$ cat src/rtl/fpe_ram.sv
`timescale 1ns / 1ps

module fpe_ram #(
    parameter int ADDR_W = 4,
    parameter int DATA_W = 8
) (
    input  logic              i_clk,
    input  logic              i_we,
    input  logic [ADDR_W-1:0] i_waddr,
    input  logic [DATA_W-1:0] i_wdata,
    input  logic              i_re,
    input  logic [ADDR_W-1:0] i_raddr,
    output logic [DATA_W-1:0] o_rdata
);

    logic [DATA_W-1:0] r_mem [2**ADDR_W];
    logic [DATA_W-1:0] r_rdata;

    // one write port, one registered read port
    always_ff @(posedge i_clk) begin
        if (i_we) begin
            r_mem[i_waddr] <= i_wdata;
        end
        if (i_re) begin
            r_rdata <= r_mem[i_raddr];
        end
    end

    assign o_rdata = r_rdata;

endmodule

$ cat config.mk
export PLATFORM = sky130hd
export DESIGN_NAME = fpe_ram
export DESIGN_NICKNAME = d
export VERILOG_FILES = /design/src/rtl/fpe_ram.sv
export SDC_FILE = /design/constraint.sdc
export NUM_CORES = 1
export LEC_CHECK = 0
export BUFFER_PORTS_ARGS = -buffer_cell sky130_fd_sc_hd__buf_2
export CELL_PAD_IN_SITES_DETAIL_PLACEMENT = 0
export CELL_PAD_IN_SITES_GLOBAL_PLACEMENT = 1
export CORE_MARGIN = 1
export CORE_UTILIZATION = 30
export CTS_BUF_LIST = sky130_fd_sc_hd__clkbuf_16
export CTS_CLUSTER_SIZE = 30
export DETAILED_ROUTE_END_ITERATION = 12
export PLACE_DENSITY = 0.54
export SYNTH_ARGS = -nofsm -noshare
export SYNTH_HDL_FRONTEND = slang
export SYNTH_SLANG_ARGS = --single-unit
$ cat constraint.sdc
create_clock -name i_clk -period 4.5 [get_ports i_clk]
set_input_delay 0.45 -clock i_clk [delete_from_list [all_inputs] [get_ports i_clk]]
set_output_delay 0.45 -clock i_clk [all_outputs]
set_load 0.05 [all_outputs]
# After elaboration in Yosys (flattened, before gate mapping)
# Memory sizes are Yosys's and may differ from the RTL's. A register that Yosys moved wholly into a read port is not among the register bits.
# Index checks and enable logic that the tools add are counted.
[word_totals]
regBits = 0
ramBits = 128
out_inout_bits = 8
n_memories = 1
[mem_list]
columns = ["memory", "depth", "width", "read_ports", "rd_clocked_by_memory_dff", "write_ports", "line_no", "text"]
rows = [
  ["r_mem", 16, 8, 1, 1, 1, "16", "logic [DATA_W-1:0] r_mem [2**ADDR_W];"],
]
[classes]
n_mux = 2
[ops]
columns = ["cell", "n"]
rows = [
  ["1-bit two-way mux", 2],
]

# Longest topological paths before layout
# Gate-level depths: netlist (run 1).
[depth]
ltp_word = 2
mapped_depth = 5
mapped_depth_nobuf = 3

# Least setup slack after synthesis (run 1)
# Ideal clock, no wire load.
[synth_path]
path_type = "input -> register"
startpoint = "input port i_waddr[2]"
endpoint = "memory r_mem[0][0], enable pin"
setup_time_ns = 0.383
t_arrival_ns = 1.560
required_ns = 4.117
slack_ns = 2.557
cell_stages = 2
path_cell_list = "or3b_2 > nor3_1"
[synth_lines]
columns = ["item", "line_no", "text"]
rows = [
  ["start, declared", "9", "input logic [ADDR_W-1:0] i_waddr,"],
  ["end, declared", "16", ""],
]
# No word-level cell before the write port.

==> results of run 1 <==
-- routing by layer --
metal	routed length (microns)	share of wire	global-route usage
met5	0	0	0
met2	5192	0.47	0.2168
met3	613	0.055	0.03439
met1	5126	0.46	0.1783
met4	173	0.016	0.05492
-- state kept, by name, summed over array words and instances (netlist names) --
name	flops
r_mem	128
o_rdata	8
-- critical path, delay by kind of cell --
kind,cells,cell delay (ns)
buffers and inverters,2,0.98
multiplexers,1,0.57
AO/OA/AOI/OAI,1,0.21
AND/OR/NAND/NOR,1,0.12
-- path summary, 6_finish.rpt --
check / to / slack [ns] / depth (start not counted)
setup reg to reg: o_rdata[1] / 2.98 / 3
setup / recovery: o_rdata[5] / 2.28 / 5
hold reg to reg: o_rdata[3] / 0.77 / 3
hold / removal: o_rdata[5] / 0.42 / 1
-- kinds of logic after synthesis --
family,share of synthesized area
AND/OR/NAND/NOR,0.03136
buffers and inverters,0.01651
multiplexers,0.1479
flip-flops,0.7812
AO/OA/AOI/OAI,0.02298
-- final cells by class --
type / count / area, sq um / area share
Sequential cell: 136 / 4084 / 0.6644
Tap cell: 220 / 275.3 / 0.04478
Multi-Input combinational cell: 83 / 1057 / 0.1720
Clock inverter: 15 / 137.6 / 0.02239
Timing Repair Buffer: 31 / 167.7 / 0.02727
Clock buffer: 17 / 425.4 / 0.06920
-- metrics by stage --
step                setup WS, ns  std cells  power [mW]    util  hold slack [ns]
floorplan                  2.557        229       1.553       -           0.5489
global placement           1.816        470       1.610  0.3320           0.7442
detailed placement         1.784        470       1.614  0.3320           0.7538
CTS                        2.226        502       2.909  0.3655           0.4167
global route               2.156        502       2.972  0.3655           0.4258
finish                     2.279        502       2.890  0.3655           0.4246
-- cells in the final DEF (no fill, tap or decap), drive strengths merged --
| master | n |
|---|---|
| clkinv | 7 |
| mux4 | 32 |
| nand3b | 2 |
| nor3 | 4 |
| nor2 | 13 |
| and2b | 1 |
| edfxtp | 136 |
| or3b | 1 |
| clkbuf | 17 |
| bufinv | 2 |
| and2 | 1 |
| a22oi | 16 |
| nand3 | 1 |
| nor2b | 1 |
| nand2 | 9 |
| buf | 31 |
| clkinvlp | 5 |
| inv | 1 |
| nand2b | 2 |
-- power by group through the flow --
stage	logic [mW]	registers (mW)	clock network [mW]
floorplan	0.0720	1.48	0
global placement	0.148	1.46	0
detailed placement	0.150	1.46	0
CTS	0.151	1.44	1.32
global route	0.159	1.44	1.37
finish	0.147	1.44	1.31
==> key figures, run 1 <==
Power
  – Lkg Pwr: approximately 2 nW
  – NetSw: 0.6084 mW
  – Sw Ratio: 0.2105
  – PwrDens: around 470 nW/um^2
  – Clock share of power: 0.452
  – Gate power share: 0.051
  – Max IR drop VDD: around 0.24 mV
  – Internal Power: ~2.3 mW
  – Sequential share of power: 0.497

STA
  – Final Critical Period: between 2 and 2.5 ns
  – Fin crit share: 0.4936
  – Max-slew headroom: 0.2924
  – RSZ-0062 raised after global routing: no
  – Slew @ Worst Pin: 1.058 ns
  – Final Slew Violations: 0
  – Setup violators final: 0
  – Post-route setup TNS: 0 ns
  – Fmax: around 0.45 GHz
  – Final hold violations: 0
  – Clock skew: between 0.006 and 0.007 ns

Worst hold path
  – Hold path start: i_re
  – HP Class: input pin to register

Yosys
  – Yosys warning count: 0
  – Top FF cell, synth: edfxtp_1
  – Cells after Synth: 229
  – FF+latch count, synth: approximately 140
  – Post-synth top cells: edfxtp_1 (136), mux4_2 (18), a22oi_1 (16), mux4_1 (14), nor2_1 (13)
  – Cell area after synthesis: 5228 sq um
  – Distinct cell type count after synthesis: 18
  – Asr flop ratio synth: 0
  – Area contributors post-synth: edfxtp_1 (78%), mux4_2 (7.8%), mux4_1 (7.0%)
  – Avg Cell Area, Syn: between 20 and 25 sq um
  – Post-synth EDFFs: 136
  – Seq/Total Area, Yosys: 0.7812
  – Post-synth top area share: 0.7812
  – Post-synth top area cell: edfxtp_1
  – Syn_nets: between 200 and 250
  – Most frequent cell after synthesis: edfxtp_1

Worst setup path
  – Critical Path Source Type: input pin
  – WP data required: approximately 4.7 ns
  – WP data arrival: ~2.4 ns
  – CP max FO: 24
  – Crit path from: i_raddr[0]
  – CP Capture Type: register
  – Worst R2R Start: r_mem[10][1]
  – Cells along the critical path: buf_2, buf_4, mux4_2, a22oi_1, nand2_1
  – Crit-path slowest cell: buf_2
  – Critical path class: input pin to register
  – Crit path largest cell delay: between 0.6 and 0.7 ns

Detailed routing
  – Total wire length: around 11 mm
  – DRC: 0
  – Total iterations of the first detailed-routing run: 4
  – Final ANT Viol Nets: 0
  – Drt initial violations: between 200 and 250
  – Drt via density: approximately 4.8
  – Avg WL per Cell: between 20 and 25 microns
  – Vias: 2399

Clock tree
  – Clock Tree Buf Depth: 2
  – Post-CTS setup buffers: 0
  – CTS tree: yes
  – Root buffer cell: clkbuf_16
  – Clk_lat worst skew: slightly above 0.4 ns
  – CTS H-tree lvls: 4
  – Num CTS Buffers: 17
  – Clk pin slew, worst setup/hold paths: 0.06 ns
  – Post-CTS Hold Fix Bufs: 0
  – Post-CTS Resized: 0
  – Sink Count: 136

Global routing
  – GRT Total Usage: 0.1363
  – First-pass GRT wire length: about 17 mm
  – Number of global-route vias before repair: 2545
  – GRT Residual Overflow: 0
  – Number of antenna violations at the first check in global routing: 0
  – Largest net degree at the start of global routing: 33

Floorplanning
  – DIE AREA: approximately 18000 sq um
  – Die height: 134.0 microns
  – Initial Utilization: 0.3108
  – # rows: between 40 and 50
  – Io pins: 27
  – Die X: about 130 microns
  – Core Box Area: between 15000 and 20000 sq um

Place
  – Dpl hpwl: around 7.0 mm
  – Routability cong.: ~0.67
  – Placed Area: ~5600 sq um
  – Port Buf Inserts: 26

Finish
  – Fillcell total: about 1600
  – Final nets: ~290
  – Layout cells sized above 1: 0.2801
  – Post-route design area: roughly 6100 sq um
  – P&R area growth vs syn: 17.59%
  – # diodes: 0

Flow run
  – Max Cap Viol: 0

Run status
  – Run status: completed
(Power assumes the default switching activity.)
==> inputs of run 2 (changes only) <==
==> constraint.sdc (replaced) <==
create_clock -name i_clk -period 2.15 [get_ports i_clk]
set_input_delay 0.215 -clock i_clk [delete_from_list [all_inputs] [get_ports i_clk]]
set_output_delay 0.215 -clock i_clk [all_outputs]
set_load 0.05 [all_outputs]
==> run 2 against run 1 <==
Effect of this change: utilization increased by 0.75 points; clock power increased by 100%; largest cell class unchanged; first-iteration DRC count increased by 5.6%; critical path depth decreased by 2; final cell count increased by 3.2%; largest power group unchanged; critical endpoint is now o_rdata[2]; clock skew decreased by 0.0024 ns; global-route usage decreased by 0.60 points.
==> key figures, run 2 (synthesis gave the netlist of run 1 again) <==
Global routing
  – Largest net degree at the start of global routing: 33
  – Number of global-route vias before repair: approximately 2600
  – First-pass GRT wire length: ~16 mm
  – GRT Total Usage: 0.1303
  – GRT Residual Overflow: 0
  – Number of antenna violations at the first check in global routing: 0

Place
  – Port Buf Inserts: 26
  – Placed Area: approximately 5700 sq um
  – Dpl hpwl: 6.924 mm
  – Routability cong.: 0.7097

Finish
  – Final nets: between 300 and 400
  – Layout cells sized above 1: 0.3121
  – Storage element area: between 4000 and 5000 sq um
  – Core Util, Final: 0.3730
  – Most flops, register: r_mem
  – Most frequent cells in the layout: edfxtp_1 (136), buf_2 (26), buf_4 (19), mux4_2 (18), clkbuf_16 (17)
  – Post-route design area: 6274 sq um
  – Multi-input logic area: 1057 sq um
  – # diodes: 0
  – P&R area growth vs syn: 20.01%
  – Max reg flops: roughly 130
  – Fillcell total: about 1600
  – Commonest non-fill, non-tap cell in the layout: edfxtp_1

Worst setup path
  – Critical path class: register to register
  – Crit path max-delay family: multiplexers
  – Crit path from: r_mem[6][2]
  – R2r endpoint: o_rdata[2]
  – Crit-path slowest cell: mux4_1
  – WP data arrival: about 1.7 ns
  – Cells along the critical path: mux4_1, a22oi_1, nand2_1
  – WP data required: about 2.3 ns
  – Crit path buf inv count: 0
  – Worst R2R Start: r_mem[6][2]
  – Reg2reg path depth: 3
  – CP Capture Type: register
  – Critical Path Source Type: register
  – Crit path largest cell delay: around 0.53 ns
  – R2R setup slack: approximately 0.58 ns
  – CP max FO: 1

Worst hold path
  – Hold depth: 1
  – Hold path start: i_wdata[5]
  – HP Class: input pin to register
  – Hold Path End: r_mem[5][5]

Floorplanning
  – Io pins: 27
  – Initial Utilization: 0.3108
  – Die X: between 100 and 150 microns
  – DIE AREA: 17960 sq um
  – Die height: between 100 and 150 microns
  – Core Box Area: 16820 sq um
  – # rows: 47

STA
  – RSZ-0062 raised after global routing: no
  – Final Critical Period: about 1.6 ns
  – Fmax: about 0.64 GHz
  – Clock skew: around 0.0039 ns
  – Fin crit share: 0.7324
  – Post-route setup TNS: 0 ns
  – Slew @ Worst Pin: roughly 0.6 ns
  – Final hold violations: 0
  – Final Slew Violations: 0
  – Setup violators final: 0
  – Fin Hold WS: approximately 0.19 ns
  – Max-slew headroom: 0.6072

Run status
  – Run status: completed

Detailed routing
  – Total wire length: 10.55 mm
  – Final ANT Viol Nets: 0
  – DRC: 0
  – Drt via density: between 4 and 5
  – Vias: 2423
  – Total iterations of the first detailed-routing run: 6
  – Avg WL per Cell: about 20 microns
  – Drt initial violations: between 200 and 250

Clock tree
  – Num CTS Buffers: 17
  – Clk_lat worst skew: ~0.4 ns
  – Sink Count: roughly 140
  – CTS H-tree lvls: 4
  – Post-CTS setup buffers: 0
  – Post-CTS Hold Fix Bufs: 0
  – Clock Tree Buf Depth: 2
  – Post-CTS Resized: 0
  – CTS tree: yes
  – Clk pin slew, worst setup/hold paths: 0.05 ns
  – Root buffer cell: clkbuf_16

Power
  – PwrDens: about 950 nW/um^2
  – Total power: around 6.0 mW
  – Lkg Pwr: roughly 2.1 nW
  – Max IR drop VDD: between 0.4 and 0.5 mV

Flow run
  – Max Cap Viol: 0
## run 2: changes by cell type in the layout (fill, tap and decap cells not counted)
cell,change
buf_12,+2
buf_4,+14
clkinv_1,+1
clkinv_2,+4
clkinv_4,-1
clkinvlp_4,-5
inv_1,+1
## run 2: power by group
group          switching, mW  leakage [nW]  total, mW  internal (mW)
registers             0.0153          1.24       3.00           2.99
clock network          0.979         0.284       2.64           1.66
logic                  0.202         0.594      0.321          0.118
## run 2: how the worst max path moves through the flow
stage,to,slack [ns],cells after the start
after global routing,o_rdata[2],0.54,3
after global placement,o_rdata[4],0.21,5
after CTS,o_rdata[4],0.60,3
final,o_rdata[2],0.58,3
after floorplan,r_mem[0][0],0.44,2
after detailed placement,o_rdata[4],0.24,5
## run 2: through the flow
stage	instances	setup slack [ns]
global placement	486	0.2110
finish	518	0.5754
detailed placement	486	0.2432
floorplan	229	0.4421
global route	518	0.5393
CTS	518	0.6035
## run 2: layer usage
metal / vias up / GRT usage / share of wire
met5: - / 0 / 0
met4: 0 / 0.05114 / 0.018
met3: 15 / 0.04006 / 0.047
met2: 59 / 0.1940 / 0.46
met1: 1255 / 0.1778 / 0.47
li1: 1094 / - / -
## run 2: cell type report
class | instances | share of cell area
timing repair buffer | 47 | 0.04986
tap | 220 | 0.04388
clock buffer | 17 | 0.06781
clock inverter | 15 | 0.01895
multi-input combinational | 83 | 0.1685
sequential | 136 | 0.6510
==> inputs of run 3 (changes only) <==
--- a/config.mk
+++ b/config.mk
@@ -13,7 +13,7 @@
 export CTS_BUF_LIST = sky130_fd_sc_hd__clkbuf_16
 export CTS_CLUSTER_SIZE = 30
 export DETAILED_ROUTE_END_ITERATION = 12
-export PLACE_DENSITY = 0.54
+export PLACE_DENSITY = 0.56
 export SYNTH_ARGS = -nofsm -noshare
 export SYNTH_HDL_FRONTEND = slang
 export SYNTH_SLANG_ARGS = --single-unit
==> constraint.sdc (replaced) <==
create_clock -name i_clk -period 1.34 [get_ports i_clk]
set_input_delay 0.134 -clock i_clk [delete_from_list [all_inputs] [get_ports i_clk]]
set_output_delay 0.134 -clock i_clk [all_outputs]
set_load 0.05 [all_outputs]
==> run 3 against run 2 <==
Effect of this change: the flow now finishes with violations (setup timing); fmax is 10% higher; first-iteration DRC count is 33% lower; design area is 1.8% higher; register-to-register slack worse by 0.67 ns; flip-flop and latch count stayed put; sequential share of layout area is 1.1 points lower; combinational power is 80% higher; count of clock-buffer cells in the layout stayed put; total power is 62% higher; critical path type unchanged; highest routed layer unchanged; hold slack worse by 0.074 ns.
==> key figures, run 3 (synthesis gave the netlist of run 1 again) <==
Global routing
  – First-pass GRT wire length: 16.74 mm
  – Number of antenna violations at the first check in global routing: 0
  – GRT Residual Overflow: 0
  – GRT Total Usage: 0.1349
  – Largest net degree at the start of global routing: 18
  – Number of global-route vias before repair: between 2000 and 3000

Worst setup path
  – WP data arrival: ~1.6 ns
  – Critical path class: register to register
  – WP data required: around 1.5 ns
  – Crit path buf inv count: 0
  – Cells along the critical path: mux4_2, a22oi_2, nand2_1
  – CP Capture Type: register
  – CP max FO: 1
  – Crit path max-delay family: multiplexers
  – Critical Path Source Type: register
  – Crit path largest cell delay: 0.47 ns
  – Crit-path slowest cell: mux4_2

Clock tree
  – Clock Tree Buf Depth: 2
  – Post-CTS setup buffers: 0
  – Post-CTS Hold Fix Bufs: 0
  – Root buffer cell: clkbuf_16
  – CTS H-tree lvls: 4
  – Clk pin slew, worst setup/hold paths: approximately 0.060 ns
  – CTS tree: yes
  – Clk_lat worst skew: 0.41 ns
  – Num CTS Buffers: 17
  – Sink Count: approximately 140

STA
  – Final Critical Period: between 1 and 1.5 ns
  – Final hold violations: 0
  – Max-slew headroom: 0.3309
  – Fin crit share: 1.067
  – RSZ-0062 raised after global routing: yes
  – Setup violators final: 8
  – Fmax: approximately 0.7 GHz
  – Fin worst setup slack: -0.09005 ns
  – Post-route setup TNS: -0.4000 ns
  – Final Slew Violations: 0
  – Slew @ Worst Pin: 0.9999 ns
  – Clock skew: roughly 0.0083 ns

Power
  – Internal Power: ~7.7 mW
  – Sw Ratio: 0.2042
  – Max IR drop VDD: approximately 0.90 mV
  – Sequential share of power: 0.499
  – Lkg Pwr: between 2 and 2.5 nW
  – Clock share of power: 0.441
  – NetSw: roughly 2 mW
  – Gate power share: 0.060
  – PwrDens: 1514 nW/um^2

Finish
  – P&R area growth vs syn: 22.14%
  – Final nets: ~310
  – Core Util, Final: 0.3796
  – Post-route design area: 6385 sq um
  – Final std cells w/o fill: between 500 and 600
  – Commonest non-fill, non-tap cell in the layout: edfxtp_1
  – Most frequent cells in the layout: edfxtp_1 (136), mux4_2 (32), buf_2 (26), buf_4 (26), clkbuf_16 (17)
  – Most flops, register: r_mem
  – Layout cells sized above 1: 0.4072
  – Max reg flops: roughly 130
  – # diodes: 0

Run status
  – Run status: finished with violations
  – Failing checks: setup timing

Detailed routing
  – Drt via density: 4.668
  – Total iterations of the first detailed-routing run: 4
  – Drt initial violations: between 150 and 200
  – Avg WL per Cell: approximately 21 microns
  – Vias: 2460
  – Total wire length: roughly 11 mm
  – Final ANT Viol Nets: 0
  – DRC: 0

Place
  – Placed Area: just under 6000 sq um
  – Port Buf Inserts: 26
  – Routability cong.: around 0.72
  – DP Cell Count: 496
  – Dpl hpwl: roughly 7.3 mm

Worst hold path
  – HP Class: input pin to register

Floorplanning
  – Io pins: 27
  – Die height: 134.0 microns
  – # rows: 47
  – DIE AREA: ~18000 sq um
  – Core Box Area: 16820 sq um
  – Initial Utilization: 0.3108
  – Die X: around 130 microns

Flow run
  – Max Cap Viol: 0
## run 3: worst reg2reg max path: cells and delay by family (launching register included)
family / cells / cell delay (ns)
multiplexers: 1 / 0.47
flip-flops: 1 / 0.36
AO/OA/AOI/OAI: 1 / 0.26
AND/OR/NAND/NOR: 1 / 0.08
## run 3: path summary, 6_finish.rpt
path	from	to	slack (ns)	cells after the start
setup / recovery	r_mem[10][7]	o_rdata[7]	-0.09	3
hold / removal	i_re	o_rdata[4]	0.12	1
setup reg to reg	r_mem[10][7]	o_rdata[7]	-0.09	3
hold reg to reg	r_mem[14][1]	o_rdata[1]	0.76	3
## run 3: per-stage QoR
step / worst slack, ns / power (mW) / hold WS [ns]
floorplan: -0.06015 / 5.238 / 0.2329
global placement: -0.3905 / 5.471 / 0.5332
detailed placement: -0.3963 / 5.481 / 0.5368
CTS: -0.1051 / 9.764 / 0.1008
global route: -0.1375 / 9.962 / 0.09714
finish: -0.09005 / 9.669 / 0.1171
## run 3: layout make-up
class,instances,area (sq um)
Tap cell,220,275.3
Timing Repair Buffer,57,425.4
Clock inverter,14,120.1
Fill cell,1553,10430
Clock buffer,17,425.4
Sequential cell,136,4084
Multi-Input combinational cell,83,1055
## run 3: what timing repair did
item                                    in CTS  in global routing
pin swaps                                    1                  2
gates resized for setup                      6                  4
endpoints found under the setup margin       8                  8
## run 3: power by group through the flow
stage	clock (mW)	sequential (mW)	combinational, mW
floorplan	0	4.97	0.264
global placement	0	4.91	0.562
detailed placement	0	4.91	0.568
CTS	4.36	4.83	0.581
global route	4.51	4.83	0.622
finish	4.27	4.82	0.578
## run 3: layer usage
metal  part of all wire  GRT usage  up-vias
met5                  0          0        -
li1                   -          -     1104
met3              0.065    0.03855       10
met1               0.47     0.1896     1268
met2               0.46     0.1960       78
met4             0.0095    0.05492        0
